**config.mk**
```make
export PLATFORM = sky130hd
export DESIGN_NAME = first_unique_letter_tracker
export DESIGN_NICKNAME = d
export VERILOG_FILES = /design/src/hw/rtl/fult_pkg.sv /design/src/hw/rtl/fult_datapath.sv /design/src/hw/rtl/fult_ctrl.sv /design/src/hw/rtl/first_unique_letter_tracker.sv
export VERILOG_INCLUDE_DIRS = /design/src /design/src/hw/rtl
export SDC_FILE = /design/constraint.sdc
export NUM_CORES = 1
export LEC_CHECK = 0
export BUFFER_PORTS_ARGS = -buffer_cell sky130_fd_sc_hd__clkbuf_2
export CORE_MARGIN = 3
export CORE_UTILIZATION = 25
export CTS_CLUSTER_SIZE = 20
export DETAILED_ROUTE_END_ITERATION = 12
export GPL_TIMING_DRIVEN = 0
export HOLD_SLACK_MARGIN = 0.1
export PLACE_DENSITY = 0.41
export SETUP_SLACK_MARGIN = 0.05
export SLEW_MARGIN = 20
export SYNTH_ARGS = -nofsm -noshare
export SYNTH_HDL_FRONTEND = slang
export SYNTH_SLANG_ARGS = --single-unit
```
**constraint.sdc**
```tcl
create_clock -name clock -period 7.9 [get_ports clock]
set_input_delay 0.395 -clock clock [delete_from_list [all_inputs] [get_ports clock]]
set_output_delay 0.395 -clock clock [all_outputs]
set_load 0.05 [all_outputs]
```
**src/hw/rtl/first_unique_letter_tracker_defines.svh**
```systemverilog
// assertion macros for the first unique letter tracker
`ifndef FIRST_UNIQUE_LETTER_TRACKER_DEFINES_SVH
`define FIRST_UNIQUE_LETTER_TRACKER_DEFINES_SVH

// same-cycle implication, sampled on clock, off during reset
`define FULT_ASSERT_NOW(lbl, ante, cons) \
   lbl: assert property (@(posedge clock) disable iff (reset) (ante) |-> (cons)) \
      else $error("same-cycle check failed");

// next-cycle implication, sampled on clock, off during reset
`define FULT_ASSERT_NEXT(lbl, ante, cons) \
   lbl: assert property (@(posedge clock) disable iff (reset) (ante) |=> (cons)) \
      else $error("next-cycle check failed");

`endif

```
**src/hw/rtl/fult_pkg.sv**
```systemverilog
package fult_pkg;

   localparam int LETTER_W = 5;

   typedef logic [1:0] count_type;

   // saturating occurrence count per letter
   localparam count_type COUNT_NONE = 2'd0;
   localparam count_type COUNT_ONCE = 2'd1;
   localparam count_type COUNT_MANY = 2'd2;

   typedef struct packed {
      logic [LETTER_W-1:0] letter;
      logic                new_stream;
   } req_type;

   typedef struct packed {
      logic                found;
      logic [LETTER_W-1:0] unique_letter;
   } rsp_type;

   // controller to datapath
   typedef struct packed {
      logic load;
      logic count_rd_item;
      logic update;
      logic queue_rd;
      logic count_rd_head;
      logic pop;
      logic emit;
   } cmd_type;

   // datapath to controller
   typedef struct packed {
      logic queue_empty;
      logic head_stale;
      logic out_free;
   } status_type;

endpackage

```
**src/hw/rtl/fult_datapath.sv**
```systemverilog
module fult_datapath import fult_pkg::*; #(
   parameter int ALPHABET_SIZE = 26
) (
   input  logic       clock,
   input  logic       reset,
   input  req_type    req_data,
   input  logic       rsp_stall,
   output logic       rsp_valid,
   output rsp_type    rsp_data,
   input  cmd_type    cmd,
   output status_type status
);

   localparam int IDX_W  = (ALPHABET_SIZE > 1) ? $clog2(ALPHABET_SIZE) : 1;
   localparam int FILL_W = $clog2(ALPHABET_SIZE + 1);
   localparam logic [IDX_W-1:0]  LAST_SLOT = IDX_W'(ALPHABET_SIZE - 1);
   localparam logic [FILL_W-1:0] FULL_FILL = FILL_W'(ALPHABET_SIZE);

   // count memory, entries qualified by valid bits
   count_type           count_mem [ALPHABET_SIZE];
   // order queue, written before it is read
   logic [LETTER_W-1:0] queue_mem [ALPHABET_SIZE];

   logic [ALPHABET_SIZE-1:0] valid_ff, valid_in;
   logic [IDX_W-1:0]         head_ff, head_in;
   logic [IDX_W-1:0]         tail_ff, tail_in;
   logic [FILL_W-1:0]        fill_ff, fill_in;
   logic [LETTER_W-1:0]      letter_ff, letter_in;
   logic [LETTER_W-1:0]      head_letter_ff;
   count_type                cnt_rd_ff;
   logic                     cnt_vld_ff;
   logic                     rsp_valid_ff, rsp_valid_in;
   rsp_type                  rsp_ff, rsp_in;

   logic [IDX_W-1:0] letter_addr;
   logic [IDX_W-1:0] cnt_addr;
   logic             item_in_range;
   logic             head_in_range;
   count_type        cnt_seen;
   logic             item_first;
   logic             enqueue;

   assign letter_addr   = IDX_W'(letter_ff);
   assign cnt_addr      = cmd.count_rd_head ? IDX_W'(head_letter_ff) : letter_addr;
   assign item_in_range = int'(letter_ff) < ALPHABET_SIZE;
   assign head_in_range = int'(head_letter_ff) < ALPHABET_SIZE;
   assign cnt_seen      = cnt_vld_ff ? cnt_rd_ff : COUNT_NONE;
   assign item_first    = (cnt_seen == COUNT_NONE);
   assign enqueue       = cmd.update && item_in_range && item_first && (fill_ff != FULL_FILL);

   always_comb begin
      valid_in  = valid_ff;
      head_in   = head_ff;
      tail_in   = tail_ff;
      fill_in   = fill_ff;
      letter_in = letter_ff;
      if (cmd.load) begin
         letter_in = req_data.letter;
         if (req_data.new_stream) begin
            valid_in = '0;
            head_in  = '0;
            tail_in  = '0;
            fill_in  = '0;
         end
      end
      if (cmd.update && item_in_range) begin
         valid_in[letter_addr] = 1'b1;
      end
      if (enqueue) begin
         tail_in = (tail_ff == LAST_SLOT) ? '0 : tail_ff + 1'b1;
         fill_in = fill_ff + 1'b1;
      end
      if (cmd.pop) begin
         head_in = (head_ff == LAST_SLOT) ? '0 : head_ff + 1'b1;
         fill_in = fill_ff - 1'b1;
      end
   end

   always_comb begin
      rsp_valid_in = rsp_valid_ff;
      rsp_in       = rsp_ff;
      if (cmd.emit) begin
         rsp_valid_in         = 1'b1;
         rsp_in.found         = (fill_ff != '0);
         rsp_in.unique_letter = (fill_ff != '0) ? head_letter_ff : '0;
      end else if (!rsp_stall) begin
         rsp_valid_in = 1'b0;
      end
   end

   always_ff @(posedge clock) begin
      if (reset) begin
         valid_ff     <= '0;
         head_ff      <= '0;
         tail_ff      <= '0;
         fill_ff      <= '0;
         rsp_valid_ff <= 1'b0;
      end else begin
         valid_ff     <= valid_in;
         head_ff      <= head_in;
         tail_ff      <= tail_in;
         fill_ff      <= fill_in;
         rsp_valid_ff <= rsp_valid_in;
      end
      letter_ff <= letter_in;
      rsp_ff    <= rsp_in;
   end

   // count memory: one write port, one registered read port
   always_ff @(posedge clock) begin
      if (cmd.count_rd_item || cmd.count_rd_head) begin
         cnt_rd_ff  <= count_mem[cnt_addr];
         cnt_vld_ff <= valid_ff[cnt_addr];
      end
      if (cmd.update && item_in_range) begin
         count_mem[letter_addr] <= item_first ? COUNT_ONCE : COUNT_MANY;
      end
   end

   // queue memory: write at tail, registered read at head
   always_ff @(posedge clock) begin
      if (enqueue) begin
         queue_mem[tail_ff] <= letter_ff;
      end
      if (cmd.queue_rd) begin
         head_letter_ff <= queue_mem[head_ff];
      end
   end

   assign status.queue_empty = (fill_ff == '0);
   assign status.head_stale  = !head_in_range || (cnt_seen == COUNT_MANY);
   assign status.out_free    = !rsp_valid_ff || !rsp_stall;

   assign rsp_valid = rsp_valid_ff;
   assign rsp_data  = rsp_ff;

endmodule

```
**src/hw/rtl/fult_ctrl.sv**
```systemverilog
module fult_ctrl import fult_pkg::*; (
   input  logic       clock,
   input  logic       reset,
   input  logic       req_valid,
   output logic       req_stall,
   input  status_type status,
   output cmd_type    cmd
);

   typedef enum logic [2:0] {
      ST_IDLE,
      ST_READ,
      ST_UPDATE,
      ST_QREAD,
      ST_CREAD,
      ST_EVAL,
      ST_DONE
   } state_type;

   state_type state_ff, state_in;

   always_comb begin
      state_in = state_ff;
      cmd      = '0;
      unique case (state_ff)
         ST_IDLE: begin
            if (req_valid) begin
               cmd.load = 1'b1;
               state_in = ST_READ;
            end
         end
         ST_READ: begin
            cmd.count_rd_item = 1'b1;
            state_in          = ST_UPDATE;
         end
         ST_UPDATE: begin
            cmd.update = 1'b1;
            state_in   = ST_QREAD;
         end
         ST_QREAD: begin
            if (status.queue_empty) begin
               state_in = ST_DONE;
            end else begin
               cmd.queue_rd = 1'b1;
               state_in     = ST_CREAD;
            end
         end
         ST_CREAD: begin
            cmd.count_rd_head = 1'b1;
            state_in          = ST_EVAL;
         end
         ST_EVAL: begin
            if (status.head_stale) begin
               cmd.pop  = 1'b1;
               state_in = ST_QREAD;
            end else begin
               state_in = ST_DONE;
            end
         end
         ST_DONE: begin
            if (status.out_free) begin
               cmd.emit = 1'b1;
               state_in = ST_IDLE;
            end
         end
         default: begin
            state_in = ST_IDLE;
         end
      endcase
   end

   always_ff @(posedge clock) begin
      if (reset) begin
         state_ff <= ST_IDLE;
      end else begin
         state_ff <= state_in;
      end
   end

   assign req_stall = (state_ff != ST_IDLE);

endmodule

```
**src/hw/rtl/first_unique_letter_tracker.sv**
```systemverilog
// a request is taken only when the last result is in the result register;
// the time to a result grows with each stale queue head dropped, and with
// any wait on a stalled result; an empty queue skips the queue head read
// the pace is set by the single read port of the count memory and the queue head loop
// reset: synchronous, clears counts (valid bits), queue pointers and result valid at once
// no clearing pass is needed; new_stream clears valid bits and queue pointers on accept
`include "first_unique_letter_tracker_defines.svh"

module first_unique_letter_tracker import fult_pkg::*; #(
   parameter int ALPHABET_SIZE = 26
) (
   input  logic    clock,
   input  logic    reset,
   // request channel: one letter per request
   input  logic    req_valid,
   output logic    req_stall,
   input  req_type req_data,
   // result channel: one result per request
   output logic    rsp_valid,
   input  logic    rsp_stall,
   output rsp_type rsp_data
);

   // command and status between sequencer and datapath
   cmd_type    cmd;
   status_type status;

   // sequencer: accept, count read, count update and enqueue, then loop over the queue
   // head until a letter seen once is found or the queue is empty
   fult_ctrl u_ctrl (
      .clock     (clock),
      .reset     (reset),
      .req_valid (req_valid),
      .req_stall (req_stall),
      .status    (status),
      .cmd       (cmd)
   );

   // datapath: count memory with valid bits, circular order queue,
   // and the result register that lets the next request in while a result waits
   fult_datapath #(
      .ALPHABET_SIZE (ALPHABET_SIZE)
   ) u_datapath (
      .clock     (clock),
      .reset     (reset),
      .req_data  (req_data),
      .rsp_stall (rsp_stall),
      .rsp_valid (rsp_valid),
      .rsp_data  (rsp_data),
      .cmd       (cmd),
      .status    (status)
   );

   // the block goes busy right after taking a request
   `FULT_ASSERT_NEXT(a_busy_after_accept, req_valid && !req_stall, req_stall)

   // the queue is never popped when empty
   `FULT_ASSERT_NOW(a_no_pop_empty, cmd.pop, !status.queue_empty)

   // a result is only loaded when the result register can take it
   `FULT_ASSERT_NOW(a_emit_free, cmd.emit, status.out_free)

   // a reported letter lies inside the alphabet
   `FULT_ASSERT_NOW(a_letter_range, rsp_valid && rsp_data.found,
                    int'(rsp_data.unique_letter) < ALPHABET_SIZE)

endmodule
```
; Yosys cells after proc, flatten, opt, wreduce, memory -nomap -nowiden
; Memory sizes are Yosys's and may differ from the RTL's. A register that Yosys moved wholly into a read port is not among the register bits.
; Cells that the tools add are included.
[totals]
ff_bits = 57
input_bits = 10
ram_bits = 182
out_inout_bits = 8
wordCells = 100
mem_bits_ro = 0
mem_count = 2
latch_bits = 0
[mem_list]
columns = memory, words, width, rd, rd_clocked_by_memory_dff, wr, line_no
row1 = u_datapath.queue_mem, 26, 5, 1, 1, 1, fult_datapath.sv:22  ; logic [LETTER_W-1:0] queue_mem [ALPHABET_SIZE];
row2 = u_datapath.count_mem, 26, 2, 1, 1, 1, fult_datapath.sv:20  ; count_type count_mem [ALPHABET_SIZE];
[op_classes]
shift = 0
reduce_logical = 25
n_addsub = 4
mul = 0
div = 0
muxes = 40
n_eq_ne = 13
n_lt_le_gt_ge = 5
bitwise_logic = 1
[op_table]
columns = cell, count
row1 = 26-bit two-way mux, 3
row2 = 5-bit two-way mux, 9
row3 = 26-bit OR, 1
row4 = 3-bit one-hot mux with 7 select lines, 1
row5 = 1-bit two-way mux, 19
row6 = 5-bit by 1-bit adder with 5-bit output (second input constant), 3
row7 = 5-bit by 6-bit < comparator with 1-bit output (second input constant), 2
row8 = 5-bit == test (second input constant), 2
row9 = 5-bit < comparator (second input constant), 2
row10 = 3-bit == test (second input constant), 3
row11 = 3-bit two-way mux, 3
row12 = 3-bit nonzero test, 3
row13 = 2-bit AND reduction, 4
row14 = 2-bit nonzero test, 4
row15 = 3-bit by 2-bit == test with 1-bit output (second input constant), 2
row16 = 2-bit two-way mux, 3
row17 = 1-bit binary-select mux with 5-bit select, 1
row18 = 1-bit demux with 5-bit select, 1
row19 = 5-bit by 1-bit >= comparator with 1-bit output (second input constant), 1
row20 = 5-bit zero test, 1
row21 = 5-bit inequality test (second input constant), 1
row22 = 5-bit nonzero test, 1
row23 = 5-bit by 1-bit subtractor with 5-bit output (second input constant), 1
row24 = 1-bit logical AND, 4
row25 = other kinds (8), 13

; Logic depth before layout (Yosys ltp)
; Gate-level depths: netlist of the first run.
[depth]
depth_word = 7
mapped_depth = 9

; Cells and area by module
; A second synthesis of the first run with hierarchy kept.
[unflattened]
hier_cells = 711
area_unflattened_um2 = 10462.5
[modules_own_cells]
columns = module, cells_per_inst, instances, seq_area_each_um2, area_each_um2
row1 = fult_datapath, 684, 1, 6876.6, 10229.8
row2 = fult_ctrl, 27, 1, 60.1, 232.7

; Worst setup path after synthesis of the first run
; Ideal clock, no wire load.
[synth_path]
path_kind = reg2reg
start = register u_datapath.cnt_rd_ff[0] (read register of u_datapath.count_mem)
end = memory u_datapath.queue_mem[21][0], enable pin
setup_slack_ps = 5372
synth_period_minus_slack_ps = 2528
arrival_time_ps = 2189
stages_incl_launch_ff = 7
required_time_ps = 7561
cell_sequence = edfxtp_1 > o21a_1 > inv_1 > o2111a_1 > buf_1 > nand2_1 > nor2_1
[synth_via]
elab_chain_len = 6
[synth_lines]
columns = item, line_no
row1 = start: declaration, fult_datapath.sv:30  ; count_type cnt_rd_ff;
row2 = 2-bit two-way mux, fult_datapath.sv:47  ; assign cnt_seen = cnt_vld_ff ? cnt_rd_ff : COUNT_NONE;
row3 = 2-bit zero test, fult_datapath.sv:48  ; assign item_first = (cnt_seen == COUNT_NONE);
row4 = named net u_datapath.item_first, fult_datapath.sv:40  ; logic item_first;
row5 = 1-bit logical AND (2 in a row), fult_datapath.sv:49  ; assign enqueue = cmd.update && item_in_range && item_first && (fill_ff != FULL_FILL);
row6 = 1-bit two-way mux, fult_datapath.sv:122  ; if (enqueue) begin
row7 = 1-bit two-way mux (not written as such), fult_datapath.sv:123  ; queue_mem[tail_ff] <= letter_ff;
row8 = end: declaration, fult_datapath.sv:22
; The timed path passes the listed nets, and every way through them passes these cells.

; Final worst setup path of the first run
[layout_path]
start = register u_datapath.cnt_rd_ff[0] (read register of u_datapath.count_mem)
end = memory u_datapath.queue_mem[2][0], enable pin
; The elaborated chain is that of the path after synthesis.

==> results.ini, run 1 <==
[status]
status=completed

[clock_network]
clock_path_buffers=3
numClockSinks=246
numCtsBuffers=29
cts.clk_slew.worst_paths_ns=0.06
cts_root_buffer=clkbuf_16
htree_levels=1
cts_tree=done
post_cts_resize_count=0
cts_setup_buffers=0
insertion_delay_ns=0.57

[route]
drc=0
firstDrtPassIters=4
detail-route-antenna-nets=0
post_drt_via_cell_ratio=4.615
drtIter0Drc=480
post_drt_wl_per_cell_microns=20.01
vias=6179
routed_wl_microns=26790

[critical_path]
crit_fanout=27
worst_ep_arrival_time_ns=4.22
crit_path_end=u_datapath.queue_mem[2][0]
reg2reg_to=u_datapath.queue_mem[2][0]
r2r_start=u_datapath.cnt_rd_ff[0]
start_kind=register
startpoint=u_datapath.cnt_rd_ff[0]
crit_required_ns=8.10
crit_type=register to register
ff2ff_setup_slack_ns=3.88
crit_path_end_kind=register
reg2reg_depth=6

[floorplanning]
dieHeight_microns=211.1
rows=74
design.core.area_sq_mm=0.04120
ioPinCount=18
start_util_pct=25.54
die_area_sq_mm=0.04458
die_w_microns=211.1

[synthesis]
yosys-top-cells-area=edfxtp_1, dfxtp_1, mux4_2
ys_seq_elements=246
synth-main-ff-cell=edfxtp_1
syn_area_per_cell_sq_um=14.41
synth_warnings=0
synth_edf_count=201
synthArstFlopShare_pct=0
synth_largest_area_cell=edfxtp_1
synth_top_area_share_pct=57.37
synth_cell_type_count=52
syn_inst=730
synth_nets=749
ys_seq_area_share_pct=65.93
synth.cell_area_sq_mm=0.01052

[sta]
rsz0062_at_grt=no
tns_ns=0
hold_violations=0
max_freq_mhz=248.7
slew-limit-headroom_pct=33.59
min_period_ns=4.020
tightest_slew_ns=0.9961
setup_violations=0
fin_skew_ns=0.02659
maxSlewViolCount=0
fin_crit_sh_pct=50.89

[global_route]
grt_pass1_wl_microns=40490
grt_max_degree=29
grt_antenna_before_repair=0
grt_pass1_vias=6257
overflow=0
grt_usage_pct=12.16

[finish]
design_area_sq_mm=0.01228
final_nets=803
drive_gt1_share_pct=17.22
antenna_cells=0
final_common_cell=edfxtp_1
layout_common_cells=edfxtp_1, nor2_1, a21oi_1
syn2layout_area_growth_pct=16.68

[power]
power_frac_comb_pct=5.7
p_int_uw=2215
seqPwrFrac_pct=50.3
p_leak_uw=0.003966
p_sw_share_pct=22.93
powerDensity_mw_per_mm2=234.1
p_sw_uw=659.1
p_clk_share_pct=44.0
max-vdd-ir-drop_uv=169.5

[place]
port_buffers=16
place_area_sq_mm=0.01127
hpwl_microns=17780
gp_congestion=0.7891

[run]
max-cap-violations=0

[min_path]
worstHoldPathType=primary input to register

-- power by group through the flow --
stage	Sequential [uW]	Combinational (uW)	Clock, uW
3_5_place_dp	1480	155	0
6_report	1450	164	1260
4_1_cts	1450	158	1300
5_1_grt	1450	181	1350
2_1_floorplan	1470	102	0
3_3_place_gp	1480	157	0
-- state kept, by name, summed over array words and instances (netlist names) --
signal                     count
u_datapath.cnt_rd_ff           2
u_datapath.cnt_vld_ff          1
u_datapath.tail_ff             5
u_datapath.rsp_data            6
u_datapath.count_mem          52
u_datapath.fill_ff             5
u_datapath.rsp_valid           1
u_datapath.queue_mem         130
u_datapath.head_ff             5
u_datapath.valid_ff           26
u_datapath.head_letter_ff      5
u_ctrl.state_ff                3
u_datapath.letter_addr         5
-- synth_stat cells, types with 5 or more instances --
master    instances
inv_1            11
mux2i_1          41
or3_1             5
mux2_2           17
a22oi_1           5
dfxtp_1          45
ha_1              9
mux4_2           40
nor2_1          101
buf_1             6
nand3_1           9
a21oi_1          49
nor2b_1          15
a211oi_1         11
buf_2             7
clkbuf_1         31
a31oi_1           5
and2_1            9
nand3b_1          9
nor3_1            8
o21ai_0          11
edfxtp_1        201
nand2_1          29
-- cells by family after synthesis --
group,after synthesis,share of synthesized area [%]
flip-flops,246,65.93
AND/OR/NAND/NOR,211,9.763
buffers and inverters,58,2.366
XOR/XNOR,1,0.08326
multiplexers,99,14.41
AO/OA/AOI/OAI,106,6.374
adder cells (fa/ha/maj),9,1.070
-- worst max-delay path: stages, from the launching register on --
cell and delay, ns:
edfxtp_1 0.37, o21a_1 0.54, inv_1 0.82, o2111a_1 0.45
buf_1 0.47, nand2_1 0.40, nor2_1 0.59
-- layer usage --
metal  part of all wire [%]  global-route usage, %  vias up
met5                      0                      0        -
met4                    1.9                  3.326        0
met3                    5.8                  1.946       36
met2                     44                  18.28      135
met1                     49                  18.22     3120
li1                       -                      -     2888
-- per-stage QoR --
stage | hold WS, ns | instances | power [uW] | utilization, % | setup WS (ns)
2_1_floorplan | 0.4510 | 730 | 1568 | - | 5.372
3_3_place_gp | 0.4624 | 1278 | 1636 | 27.35 | 3.732
3_5_place_dp | 0.4728 | 1278 | 1635 | 27.35 | 3.758
4_1_cts | 0.1273 | 1337 | 2909 | 29.69 | 3.759
5_1_grt | 0.1956 | 1339 | 2982 | 29.80 | 3.502
6_report | 0.1583 | 1339 | 2874 | 29.80 | 3.880
-- what timing repair did --
action	in CTS	in global routing
hold endpoints to repair	5	0
hold buffers	5	0
endpoints found under the setup margin	0	0
-- final cells by class --
class                           instances  area, sq um
Tap cell                              532        665.6
Fill cell                            4101        28930
Buffer                                 47        209.0
Sequential cell                       246         6937
Clock inverter                         12        81.33
Clock buffer                           42        834.6
Multi-Input combinational cell        426         3336
Timing Repair Buffer                   23        172.7
Inverter                               11        41.29
-- how the worst min path moves through the flow --
stage	cells past startpoint	from	end	slack [ns]
final	3	rsp_stall	u_datapath.rsp_valid	0.16
after global routing	3	rsp_stall	u_datapath.rsp_valid	0.20
after detailed placement	2	u_datapath.valid_ff[21]	u_datapath.valid_ff[21]	0.47
after floorplan	2	u_datapath.valid_ff[0]	u_datapath.valid_ff[0]	0.45
after global placement	2	u_datapath.valid_ff[0]	u_datapath.valid_ff[0]	0.46
after CTS	3	rsp_stall	u_datapath.rsp_valid	0.13
Note: power is estimated with default switching activity, not from simulation.
==> run 2, diff against run 1 <==
- PLACE_DENSITY: 0.41 -> 0.42
- clock period: 7.9 -> 3.6 ns (I/O delays scaled with it)
==> run 2 against run 1 <==
Effect of this change: clock power up 120%; global-route usage fell by 0.47 points; sequential power increased by 120%; critical path depth stayed put; worst hold slack improved by 0.034 ns; sequential share of layout area is 0.20 points lower; die area unchanged; cell count is 0.22% higher; combinational power up 130%; critical path type unchanged; largest power group unchanged.
==> results.ini, run 2 (synthesized netlist as in run 1, its figures left out) <==
[sta]
rsz0062_at_grt=yes  ; was no
fin_skew_ns=0.01223  ; was 0.02659 ns
tns_ns=0  ; unchanged
maxSlewViolCount=0  ; unchanged
fin_crit_sh_pct=93.31  ; was 50.89%
slew-limit-headroom_pct=41.44  ; was 33.59%
tightest_slew_ns=0.8784  ; was 0.9961 ns
min_period_ns=3.359  ; was 4.020 ns
hold_violations=0  ; unchanged
setup_violations=0  ; unchanged
max_freq_mhz=297.7  ; was 248.7 MHz

[critical_path]
crit_path_end_kind=register  ; unchanged
crit_required_ns=3.78  ; was 8.10 ns
crit_type=register to register  ; unchanged
slowest_delay_ns=0.69  ; was 0.82 ns
cp_top_family=simple AND/OR/NAND/NOR gates  ; was buffers and inverters
slowest_stage=edfxtp_1  ; was inv_1
worst_ep_arrival_time_ns=3.54  ; was 4.22 ns
crit_chain=clkbuf_1 -> nor2_1 -> o2111a_1 -> buf_1 -> nand2_1 -> nor2_1  ; was o21a_1 -> inv_1 -> o2111a_1 -> buf_1 -> nand2_1 -> nor2_1
path_buf_inv=2  ; unchanged
start_kind=register  ; unchanged
cpMostUsedCell=nor2_1
crit_fanout=15  ; was 27

[clock_network]
clock_path_buffers=3  ; unchanged
cts.clk_slew.worst_paths_ns=0.05  ; was 0.06 ns
numClockSinks=246  ; unchanged
insertion_delay_ns=0.55  ; was 0.57 ns
cts_root_buffer=clkbuf_16  ; unchanged
numCtsBuffers=29  ; unchanged
htree_levels=1  ; unchanged
cts_tree=done  ; unchanged

[min_path]
worstHoldPathType=primary input to register  ; unchanged

[finish]
largest_reg_flops=130  ; unchanged
final_nets=810  ; was 803
largest-register=u_datapath.queue_mem  ; unchanged
layout_common_cells=edfxtp_1, nor2_1, a21oi_1  ; unchanged
syn2layout_area_growth_pct=17.10  ; was 16.68%
drive_gt1_share_pct=19.14  ; was 17.22%
reg_top3=u_datapath.queue_mem: 130 flops, u_datapath.count_mem: 52 flops, u_datapath.valid_ff: 26 flops  ; unchanged
final_common_cell=edfxtp_1  ; unchanged
antenna_cells=0  ; unchanged
num-fill-cells=4131  ; was 4101

[status]
status=completed  ; unchanged

[run]
max-cap-violations=0  ; unchanged

[power]
power_uw=6271  ; was 2874 uW
p_leak_uw=0.003964  ; was 0.003966 uW
max-vdd-ir-drop_uv=327.0  ; was 169.5 uV
powerDensity_mw_per_mm2=509.0  ; was 234.1 mW/mm^2

[global_route]
grt_pass1_wl_microns=39560  ; was 40490 microns
grt_antenna_before_repair=0  ; unchanged
grt_usage_pct=11.68  ; was 12.16%
grt_pass1_vias=6206  ; was 6257
grt_max_degree=29  ; unchanged
overflow=0  ; unchanged

[floorplanning]
design.core.area_sq_mm=0.04120  ; unchanged
start_util_pct=25.54  ; unchanged
ioPinCount=18  ; unchanged
die_w_microns=211.1  ; unchanged
die_area_sq_mm=0.04458  ; unchanged
dieHeight_microns=211.1  ; unchanged
rows=74  ; unchanged

[route]
routed_wl_microns=26480  ; was 26790 microns
detail-route-antenna-nets=0  ; unchanged
drtIter0Drc=355  ; was 480
post_drt_wl_per_cell_microns=19.73  ; was 20.01 microns
firstDrtPassIters=5  ; was 4
post_drt_via_cell_ratio=4.583  ; was 4.615
vias=6151  ; was 6179
drc=0  ; unchanged

[place]
hpwl_microns=17180  ; was 17780 microns
port_buffers=16  ; unchanged
gp_congestion=0.7765  ; was 0.7891

==> run 2: changes by cell type in the layout (fill, tap and decap cells not counted), sizes merged <==
cell	previous run	this run
clkbuf	89	83
buf	18	22
clkinv	9	11
dlygate4sd3	5	7
bufinv	0	1
clkinvlp	1	2
inv	13	12
==> run 2: repair_timing <==
item | CTS | global route
gates resized for setup | 4 | 11
endpoints found under the hold margin | 14 | 0
setup buffers | 2 | 3
setup endpoints to repair | 100 | 87
cloned | 1 | 0
hold buffers | 7 | 0
==> run 2: per-layer routing <==
metal	GRT usage (%)	vias to the layer above	share of wire, %
met5	0	-	0
met4	3.141	0	2.4
met3	1.738	33	3.2
met2	18.33	118	46
met1	16.97	3095	49
li1	-	2905	-
==> run 2: worst reg2reg max path: stages, from the launching register on <==
cell	delay, ns
edfxtp_1	0.69
clkbuf_1	0.40
nor2_1	0.25
o2111a_1	0.32
buf_1	0.43
nand2_1	0.37
nor2_1	0.53
==> run 2: final timing paths <==
check	from	slack, ns	endpoint	depth (start not counted)
worst max register to register	u_datapath.letter_addr[2]	0.24	u_datapath.queue_mem[5][1]	6
worst max-delay path	u_datapath.letter_addr[2]	0.24	u_datapath.queue_mem[5][1]	6
worst min register to register	u_datapath.valid_ff[10]	0.49	u_datapath.valid_ff[10]	2
worst min-delay path	reset	0.19	u_datapath.valid_ff[22]	2
==> run 2: metrics by stage <==
step / instances / util [%] / setup WS (ns) / cell area (sq um) / hold slack (ns)
detailed placement: 1278 / 27.35 / -0.4604 / 11270 / 0.3586
global placement: 1278 / 27.35 / -0.4450 / 11270 / 0.3566
floorplan: 730 / - / 1.072 / 10520 / 0.2789
finish: 1342 / 29.90 / 0.2407 / 12320 / 0.1918
CTS: 1338 / 29.72 / 0.09176 / 12250 / 0.1753
global route: 1342 / 29.90 / -0.05301 / 12320 / 0.2197
==> run 2: cell type report <==
cell class / count / area [sq um] / share of cell area (%)
clock buffers: 36 / 772.0 / 6.266
plain buffers: 47 / 207.7 / 1.686
well taps: 532 / 665.6 / 5.403
repair inverters: 1 / 5.005 / 0.04062
flip-flops and latches: 246 / 6937 / 56.30
multi-input cells: 426 / 3372 / 27.37
inverters: 11 / 45.04 / 0.3656
clock inverters: 14 / 102.6 / 0.8327
repair buffers: 29 / 214.0 / 1.737
==> run 2: power by group <==
| group | leakage [uW] | internal [uW] | switching (uW) |
|---|---|---|---|
| Clock | 0.000434 | 1580 | 1140 |
| Combinational | 0.00135 | 120 | 263 |
| Sequential | 0.00218 | 3130 | 37.4 |
| Total | 0.00396 | 4830 | 1440 |
